### config.mk
export PLATFORM = sky130hd
export DESIGN_NAME = ftsp_ctrl
export DESIGN_NICKNAME = d
export VERILOG_FILES = /design/src/design/ftsp_pkg.sv /design/src/design/ftsp_ctrl.sv
export SDC_FILE = /design/constraint.sdc
export NUM_CORES = 1
export LEC_CHECK = 0
export BUFFER_PORTS_ARGS = -buffer_cell sky130_fd_sc_hd__buf_2
export CORE_MARGIN = 3
export CORE_UTILIZATION = 38
export CTS_CLUSTER_DIAMETER = 200
export CTS_CLUSTER_SIZE = 12
export DETAILED_ROUTE_END_ITERATION = 10
export PLACE_DENSITY = 0.77
export SLEW_MARGIN = 20
export SYNTH_ARGS = -nofsm -noshare
export SYNTH_HDL_FRONTEND = slang
export SYNTH_SLANG_ARGS = --single-unit
### constraint.sdc
create_clock -name clk -period 1.5 [get_ports clk]
set_clock_uncertainty 0.15 [all_clocks]
set_input_delay 0.075 -clock clk [delete_from_list [all_inputs] [get_ports clk]]
set_output_delay 0.075 -clock clk [all_outputs]
set_load 0.05 [all_outputs]
### src/design/ftsp_pkg.sv
// Package for the fixed-timestep step pacer: types, codes and reset constants.
`default_nettype none
package ftsp_pkg;

    localparam int TS_W          = 48;
    localparam int CFG_W         = 32;
    localparam int COUNTER_BITS_DEF = 48;
    localparam int DIV_ITERS     = 64;

    localparam logic [31:0] STEP_RST = 32'd166667;
    localparam logic [31:0] TOL_RST  = 32'd16667;
    localparam logic [3:0]  MIN_RST  = 4'd1;
    localparam logic [3:0]  MAX_RST  = 4'd3;
    localparam logic [16:0] ALPHA_ONE = 17'h10000;

    // register indexes
    localparam logic [1:0] REG_STEP = 2'd0;
    localparam logic [1:0] REG_TOL  = 2'd1;
    localparam logic [1:0] REG_MIN  = 2'd2;
    localparam logic [1:0] REG_MAX  = 2'd3;

    // actions
    localparam logic [1:0] ACT_FRAME  = 2'd0;
    localparam logic [1:0] ACT_REBASE = 2'd1;
    localparam logic [1:0] ACT_SETRUN = 2'd2;

    // frame types
    localparam logic [1:0] FT_SINGLE   = 2'd0;
    localparam logic [1:0] FT_UNCAPPED = 2'd2;

    typedef struct packed {
        logic [1:0]  action;
        logic [47:0] timestamp;
        logic        paused;
        logic [1:0]  frame_type;
        logic [3:0]  extra_updates;
        logic [31:0] steps_value;
    } in_t;

    typedef struct packed {
        logic [3:0]  steps_required;
        logic [16:0] alpha;
        logic        real_time;
    } out_t;

    typedef enum logic [4:0] {
        S_IDLE, S_ACC, S_MUL, S_DEBT, S_DIVLD, S_DIV, S_DECIDE, S_ADJMUL,
        S_ADJ1, S_ADJ2, S_RMUL, S_REM1, S_REM2, S_ALD, S_ADIV, S_AFIN, S_OUT
    } state_t;

    typedef enum logic [1:0] {
        MB_RUN, MB_COEF, MB_STEPS
    } mul_sel_t;

    typedef struct packed {
        logic     load;
        logic     rebase;
        logic     set_run;
        logic     acc;
        logic     mul_en;
        mul_sel_t mul_sel;
        logic     debt;
        logic     divld;
        logic     div_step;
        logic     decide;
        logic     adj1;
        logic     adj2;
        logic     rem1;
        logic     rem2;
        logic     ald;
        logic     afin;
        logic     out_load;
    } cmd_t;

    typedef struct packed {
        logic first;
        logic div_last;
        logic need_adiv;
    } status_t;

endpackage
`default_nettype wire

### src/design/ftsp_ctrl.sv
// Controller state machine of the step pacer.
`default_nettype none
module ftsp_ctrl
    import ftsp_pkg::*;
(
    input  wire logic    clk,
    input  wire logic    rst_n,
    input  wire logic    in_valid,
    input  wire logic [1:0] in_action,
    output logic         in_stall,
    output logic         out_valid,
    input  wire logic    out_stall,
    input  wire status_t st,
    output cmd_t         cmd
);

    state_t state_reg, state_next;
    logic   out_valid_reg, out_valid_next;
    logic   accept, slot_free;

    assign accept    = in_valid && (state_reg == S_IDLE);
    assign slot_free = !out_valid_reg || !out_stall;
    assign in_stall  = (state_reg != S_IDLE);
    assign out_valid = out_valid_reg;

    always_ff @(posedge clk or negedge rst_n)
    begin
        if (!rst_n)
        begin
            state_reg     <= S_IDLE;
            out_valid_reg <= 1'b0;
        end
        else
        begin
            state_reg     <= state_next;
            out_valid_reg <= out_valid_next;
        end
    end

    always_comb
    begin
        state_next = state_reg;
        unique case (state_reg)
            S_IDLE:   if (accept && in_action == ACT_FRAME) state_next = S_ACC;
            S_ACC:    state_next = st.first ? S_OUT : S_MUL;
            S_MUL:    state_next = S_DEBT;
            S_DEBT:   state_next = S_DIVLD;
            S_DIVLD:  state_next = S_DIV;
            S_DIV:    if (st.div_last) state_next = S_DECIDE;
            S_DECIDE: state_next = S_ADJMUL;
            S_ADJMUL: state_next = S_ADJ1;
            S_ADJ1:   state_next = S_ADJ2;
            S_ADJ2:   state_next = S_RMUL;
            S_RMUL:   state_next = S_REM1;
            S_REM1:   state_next = S_REM2;
            S_REM2:   state_next = S_ALD;
            S_ALD:    state_next = st.need_adiv ? S_ADIV : S_OUT;
            S_ADIV:   if (st.div_last) state_next = S_AFIN;
            S_AFIN:   state_next = S_OUT;
            S_OUT:    if (slot_free) state_next = S_IDLE;
            default:  state_next = S_IDLE;
        endcase
    end

    always_comb
    begin
        cmd = '0;
        cmd.mul_sel = MB_RUN;
        out_valid_next = out_valid_reg && out_stall;
        unique case (state_reg)
            S_IDLE:
            begin
                cmd.load    = accept && in_action == ACT_FRAME;
                cmd.rebase  = accept && in_action == ACT_REBASE;
                cmd.set_run = accept && in_action == ACT_SETRUN;
            end
            S_ACC:    cmd.acc = 1'b1;
            S_MUL:
            begin
                cmd.mul_en  = 1'b1;
                cmd.mul_sel = MB_RUN;
            end
            S_DEBT:   cmd.debt = 1'b1;
            S_DIVLD:  cmd.divld = 1'b1;
            S_DIV:    cmd.div_step = 1'b1;
            S_DECIDE: cmd.decide = 1'b1;
            S_ADJMUL:
            begin
                cmd.mul_en  = 1'b1;
                cmd.mul_sel = MB_COEF;
            end
            S_ADJ1:   cmd.adj1 = 1'b1;
            S_ADJ2:   cmd.adj2 = 1'b1;
            S_RMUL:
            begin
                cmd.mul_en  = 1'b1;
                cmd.mul_sel = MB_STEPS;
            end
            S_REM1:   cmd.rem1 = 1'b1;
            S_REM2:   cmd.rem2 = 1'b1;
            S_ALD:    cmd.ald = 1'b1;
            S_ADIV:   cmd.div_step = 1'b1;
            S_AFIN:   cmd.afin = 1'b1;
            S_OUT:
            begin
                if (slot_free)
                begin
                    cmd.out_load   = 1'b1;
                    out_valid_next = 1'b1;
                end
            end
            default:  cmd = '0;
        endcase
    end

endmodule
`default_nettype wire

==> impl_metrics.yaml, run 1 <==
clock_tree:
  postCtsSetupRepairBufs: 17
  cts_resized: 75
  htreeDepth: 1
  cts_sinks: 6
  numCtsBuffers: 3
  cts_buffer_depth: 2
  cts_root_buf: "clkbuf_4"
  postCtsHoldBufs: 3
yosys:
  ys_types: 27
  synthesis.nets: 87
  postSynthCellCount: 78
  netlist_area_um2: 551
  synth_seq_cells: 6
  synth_top_area_cell: "dfrtp_1"
  yosys-top-cells-area: "dfrtp_1, nor2_1, nor2b_1"
  synth_top_cell_area_share_pct: 27.3
  syn_avg_cell_area_um2: 7.06
  ys_seq_area_share_pct: 27.3
  yosysWarnings: 0
run_status:
  lastStage: "clock tree synthesis"
  status: "aborted with a tool error"
  stop_error: "[ERROR DPL-0038] Utilization greater than 100%, impossible to legalize"
die:
  start_util_pct: 41.3
  die_x_um: 44.1
  io_pins: 29
  die_h_um: 44.1
  num_rows: 13
placement:
  gp_congestion: 0.787
  dp_hpwl_mm: 1.52
  place_worst_setup_slack_ns: -0.263
  portBuffers: 28
synthesized netlist by cell type:
master	instances
a22oi_1	1
nand2b_1	3
buf_2	4
a311o_2	2
buf_1	1
and4b_1	2
o21ai_0	3
nand2_1	6
inv_1	4
a2111oi_0	1
nor2b_1	4
nor2_2	1
o32ai_1	1
nor4_1	4
or4_4	1
o21ai_1	1
clkbuf_1	1
or3_1	2
nor2_1	13
nand3b_1	1
nor3b_1	2
a21oi_1	4
nor3_1	5
dfrtp_1	6
and2_1	2
o211ai_1	1
a31oi_1	2
stage by stage:
step | instance area (µm²) | setup TNS [ns] | std cells | util [%]
global placement | 1030 | -1.33 | 132 | 76.9
floorplan | 786 | -0.800 | 78 | -
detailed placement | 1030 | -1.94 | 132 | 76.9
logic make-up after synthesis:
group,synth area share (%)
buf+inv,7.73
compound gates,19.5
flops,27.3
simple gates,45.5
==> run 2, diff against run 1 <==
Settings changed: CORE_AREA set to 3 3 64 66, CORE_MARGIN 3 to not set, CORE_UTILIZATION 38 to not set, CTS_CLUSTER_DIAMETER 200 to not set, CTS_CLUSTER_SIZE 12 to not set, DIE_AREA set to 0 0 67 69, PLACE_DENSITY 0.77 to not set, PLACE_DENSITY_LB_ADDON set to 0.15.
Clock period 1.5 ns to 1.95 ns, I/O delays scaled along.
==> run 2 against run 1 <==
The run now ends clean. Synthesized cell count did not move. Synthesized area did not move.
==> impl_metrics.yaml, run 2 <==
run_status:
  status: "complete, no violations"
setup_path:
  critPathTopFamily: "simple AND/OR/NAND/NOR gates"
  endpoint_kind: "output pin"
  max_stage_delay_ns: 0.51
  timing.rr.start: "state_reg[1]$_DFFE_PN0P_"
  required_ns: 1.70
  slowest_stage: "or4_4"
  path_buf_inv: 1
  worstPathMaxFanout: 6
  critPathLaunchType: "register"
  cp-startpoint: "state_reg[3]$_DFFE_PN0P_"
  worstPathArrival_ns: 1.64
  path_cells: "or4_4 -> nor2_4 -> and4b_1 -> buf_4"
  path_class: "register to output pin"
yosys:
  synth_edf_count: 0
  yosys-top-cells-area: "dfrtp_1, nor2_1, nor2b_1"
  synth_top_family_by_area: "simple AND/OR/NAND/NOR gates"
  synth_top_area_cell: "dfrtp_1"
  postSynthCellCount: 78
  yosysWarnings: 0
  synth_top_cell_area_share_pct: 27.3
  synthSimpleGateAreaFrac_pct: 45.5
  ys_seq_area_share_pct: 27.3
  ys.flop_type: "dfrtp_1"
  ys_types: 27
  synth-compound-area-share_pct: 19.5
  synth_most_common_cell: "nor2_1"
  synthArstFlopShare_pct: 100
  synthesis.nets: 87
  synth-xor-area-share_pct: 0
  synth_seq_cells: 6
  netlist_area_um2: 551
  synth_mux_area_share_pct: 0
  synth_common_cells: "nor2_1, dfrtp_1, nand2_1, nor3_1"
  syn_avg_cell_area_um2: 7.06
  synthAdderAreaFrac_pct: 0
detailed_routing:
  wl_per_cell_um: 12.2
  drc_errors: 0
  firstDrtPassIters: 4
  dr_total_vias: 684
  drtIter0Drc: 6
  ant_nets: 0
  vias_per_cell: 4.28
  routed_wl_mm: 1.96
cells_and_area:
  area_growth_pct: 61.4
  final_cell_mix: "buf_2, nor2_1, buf_4"
  largest_register_ffs: 5
  nets: 123
  multi_input_area_um2: 389
  diodes: 0
  stdcell_count: 160
  area.sequential_um2: 151
  layout-drive-gt1-share_pct: 42.9
  layout_commonest_cell: "buf_2"
  fill_cells: 418
timing:
  setup_viol: 0
  fmaxAchievable_ghz: 0.529
  fin_crit_ns: 1.89
  setup_slack_ns: 0.0600
  grt_setup_unrepaired: "false"
  report.final.hold_viol_count: 0
  slew_violations: 0
  slew_headroom_pct: 81.9
  finalCritPeriodShare_pct: 96.9
  worst_slew_pin_slew_ns: 0.268
power_and_ir_drop:
  p_leak_nw: 0.424
  vdd_drop_max_v: 0.000425
  powerDensity_nw_per_um2: 1670
clock_tree:
  numCtsBuffers: 3
  htreeDepth: 1
  postCtsSetupRepairBufs: 0
  cts_buffer_depth: 2
  clkSlewWorstSetupHoldPaths_ns: 0.04
  clock_latency_ns: 0.22
  cts_root_buf: "clkbuf_8"
  cts_sinks: 6
  cts_tree: "built"
hold_path:
  hp-class: "primary input to register"
  hp-start: "st[1]"
die:
  start_util_pct: 15.2
  num_rows: 22
  die_x_um: 67
  design.die.area_um2: 4620
  die_h_um: 69
  io_pins: 29
  coreArea_um2: 3630
placement:
  dp_cells: 155
  dp_hpwl_mm: 1.53
  gp_congestion: 0.730
  place_worst_setup_slack_ns: 0.213
  portBuffers: 28
grt:
  antenna_found_initial: 0
  first_global_vias: 726
  gr-total-overflow: 0
  grtUsageTotal_pct: 9.26
  grt_pass1_wl_mm: 3.40
  grt_max_degree: 14
flow_run:
  cap_violations: 0
## run 2: cell counts after synthesis
Identical to the previous run, type by type.
## run 2: worst min-delay path: stages
cell,delay (ns)
buf_2,0.09
or3_1,0.10
a21oi_1,0.06
## run 2: final timing paths
| kind | to | slack, ns | depth (start not counted) |
|---|---|---|---|
| worst max-delay path | cmd[15] | 0.06 | 4 |
| worst min-delay path | state_reg[0]$_DFFE_PN0P_ | 0.02 | 3 |
| worst max register to register | state_reg[1]$_DFFE_PN0P_ | 0.28 | 6 |
| worst min register to register | out_valid$_DFF_PN0_ | 0.36 | 2 |
| max in group asynchronous | state_reg[3]$_DFFE_PN0P_ | 1.41 | 2 |
| min in group asynchronous | state_reg[0]$_DFFE_PN0P_ | 0.08 | 2 |
## run 2: routing by layer
layer	up-vias	wire length (µm)	track usage, %
met5	-	0	0
met4	0	20	4.05
met3	2	87	0.977
met2	19	936	14.4
met1	310	915	12.6
li1	353	-	-
## run 2: through the flow
stage / utilization (%) / hold slack [ns] / setup TNS [ns] / cell area, µm² / power [W]
after floorplan: - / -0.348 / -1.94 / 567 / 0.000979
after global placement: 21.8 / -0.216 / 0 / 792 / 0.00126
after detailed placement: 21.8 / -0.218 / 0 / 792 / 0.00125
after CTS: 23.6 / 0.0246 / 0 / 858 / 0.00145
after global routing: 24.4 / 0.0214 / 0 / 888 / 0.00159
final: 24.4 / 0.0238 / 0 / 888 / 0.00148
## run 2: timing repair
item                       CTS  global route
resized for setup            2            12
hold buffers                 2             0
pin swaps                    0             0
setup endpoints to repair    2             6
hold endpoints to repair     7             0
## run 2: logic make-up (layout without fill, tap and decap cells)
kind of cell	after synthesis	count (layout)
AO/OA/AOI/OAI	16	16
buffers and inverters	10	44
flip-flops	6	6
AND/OR/NAND/NOR	46	46
## run 2: final cells by class
cell class                 instances  share of cell area, %
timing repair buffer              37                   26.1
tap                               48                   6.76
clock buffer                       3                   4.65
inverter                           4                   1.69
multi-input combinational         62                   43.8
sequential                         6                   17.0
## run 2: report_power, final
group | switching (W) | total, W | internal (W)
Clock | 0.0000510 | 0.000183 | 0.000132
Combinational | 0.000712 | 0.00107 | 0.000355
Sequential | 0.0000538 | 0.000229 | 0.000175
(Power assumes the default switching activity.)
==> run 3, diff against run 2 <==
Settings changed: ABC_AREA set to 1.
==> run 3 against run 2 <==
Cell count increased by 8.1%. Wire length decreased by 11%. Sequential share of layout area increased by 1.2 points. Utilization decreased by 1.4 points. Total power decreased by 16%. Via count decreased by 1.6%. Fmax increased by 2.3%. Synthesized cell count increased by 18%. Register-to-register slack improved by 0.17 ns. Clock power increased by 3%. Count of clock-buffer cells in the layout unchanged. Global-route usage decreased by 0.93 points. Critical path type unchanged. Largest power group unchanged. Highest routed layer unchanged.
==> impl_metrics.yaml, run 3 <==
power_and_ir_drop:
  vdd_drop_max_v: 0.000422
  p_leak_nw: 0.497
  powerDensity_nw_per_um2: 1480
hold_path:
  hp-start: "st[1]"
  hp-class: "primary input to register"
yosys:
  ys.flop_type: "dfrtp_1"
  synth_top_area_cell: "dfrtp_1"
  synth_most_common_cell: "nand2_1"
  ys_types: 18
  postSynthCellCount: 92
  netlist_area_um2: 548
  synth_edf_count: 0
  syn_avg_cell_area_um2: 5.96
  yosys-top-cells-area: "dfrtp_1, nand2_1, nor2_1"
  ys_seq_area_share_pct: 27.4
  yosysWarnings: 0
  synth_top_cell_area_share_pct: 27.4
  synthArstFlopShare_pct: 100
  synthesis.nets: 101
  synth_seq_cells: 6
  synth_common_cells: "nand2_1, nor2_1, inv_1, dfrtp_1, nand3_1"
cells_and_area:
  nets: 136
  diodes: 0
  stdcell_count: 173
  final_cell_mix: "buf_2, nand2_1, nor2_1"
  largest_register_ffs: 5
  layout_commonest_cell: "buf_2"
  area_growth_pct: 52.7
  layout-drive-gt1-share_pct: 38.4
  fin_area_um2: 837
timing:
  setup_slack_ns: 0.102
  hold_slack_ns: 0.0303
  tns_ns: 0
  finalCritPeriodShare_pct: 94.8
  slew_headroom_pct: 81.5
  fmaxAchievable_ghz: 0.541
  worst_slew_pin_slew_ns: 0.277
  slew_violations: 0
  grt_setup_unrepaired: "true"
  report.final.hold_viol_count: 0
  setup_viol: 0
  fin_crit_ns: 1.85
clock_tree:
  clock_latency_ns: 0.22
  cts_tree: "built"
  cts_sinks: 6
  postCtsSetupRepairBufs: 0
  htreeDepth: 1
  numCtsBuffers: 3
  clkSlewWorstSetupHoldPaths_ns: 0.04
  cts_buffer_depth: 2
  cts_root_buf: "clkbuf_8"
setup_path:
  critPathLaunchType: "register"
  path_buf_inv: 1
  endpoint_kind: "output pin"
  cp-startpoint: "state_reg[3]$_DFFE_PN0P_"
  max_stage_delay_ns: 0.48
  timing.rr.start: "state_reg[4]$_DFFE_PN0P_"
  worstPathArrival_ns: 1.60
  required_ns: 1.70
  slowest_stage: "dfrtp_2"
  critPathTopFamily: "simple AND/OR/NAND/NOR gates"
  crit_top_cell: "nand2_1"
  worstPathMaxFanout: 6
  path_class: "register to output pin"
  path_cells: "nor2_4 -> nand2_1 -> nor2_2 -> nand2_1 -> nor3_1 -> buf_4"
detailed_routing:
  ant_nets: 0
  firstDrtPassIters: 4
  dr_total_vias: 673
  routed_wl_mm: 1.74
  drc_errors: 0
  wl_per_cell_um: 10.0
  vias_per_cell: 3.89
  drtIter0Drc: 27
placement:
  gp_congestion: 0.767
  place_area_um2: 757
  place_worst_setup_slack_ns: 0.239
  dp_cells: 168
  portBuffers: 28
  dp_hpwl_mm: 1.52
run_status:
  status: "complete, no violations"
die:
  design.die.area_um2: 4620
  num_rows: 22
  die_x_um: 67
  die_h_um: 69
  start_util_pct: 15.1
  io_pins: 29
  coreArea_um2: 3630
grt:
  antenna_found_initial: 0
  grtUsageTotal_pct: 8.33
  grt_max_degree: 9
  grt_pass1_wl_mm: 2.95
  gr-total-overflow: 0
  first_global_vias: 679
flow_run:
  cap_violations: 0
-- run 3: report_power, final --
group          switching (W)  internal, W
Clock              0.0000549     0.000133
Combinational       0.000600     0.000195
Sequential         0.0000854     0.000174
Total               0.000740     0.000501
-- run 3: what timing repair did --
action | CTS | global route
hold buffers | 2 | 0
cloned | 0 | 0
endpoints found under the hold margin | 7 | 0
gates resized for setup | 1 | 6
endpoints found under the setup margin | 1 | 4
-- run 3: worst min-delay path: stages --
cell and delay (ns):
buf_2 0.07, inv_1 0.04, nand3_1 0.09, nand2_1 0.05
-- run 3: path summary, 6_finish.rpt --
path,end,depth (start not counted),slack [ns]
min in group asynchronous,state_reg[2]$_DFFE_PN0P_,2,0.08
max reg2reg,state_reg[2]$_DFFE_PN0P_,5,0.45
min,state_reg[0]$_DFFE_PN0P_,4,0.03
max,cmd[16],6,0.10
max in group asynchronous,state_reg[3]$_DFFE_PN0P_,2,1.41
min reg2reg,out_valid$_DFF_PN0_,2,0.36
-- run 3: cell families after synthesis --
family	after synthesis	synth area share [%]
simple gates	62	54.1
buf+inv	19	13.0
flops	6	27.4
compound gates	5	5.48
-- run 3: area by class of cell --
class	instances	area (µm²)
Tap cell	48	60.1
Multi-Input combinational cell	67	347
Timing Repair Buffer	30	165
Fill cell	439	2800
Clock buffer	3	41.3
Sequential cell	6	153
Inverter	19	71.3
-- run 3: layer usage --
layer	vias to the layer above	wire length, µm	GRT usage [%]
met5	-	0	0
met4	0	25	2.70
met3	2	148	3.42
met2	27	772	12.7
met1	290	789	10.5
li1	354	-	-
-- run 3: metrics by stage --
stage,utilization (%),power (W)
after floorplan,-,0.000855
after global placement,20.8,0.00105
after detailed placement,20.8,0.00104
after CTS,22.6,0.00123
after global routing,23.0,0.00134
final,23.0,0.00124
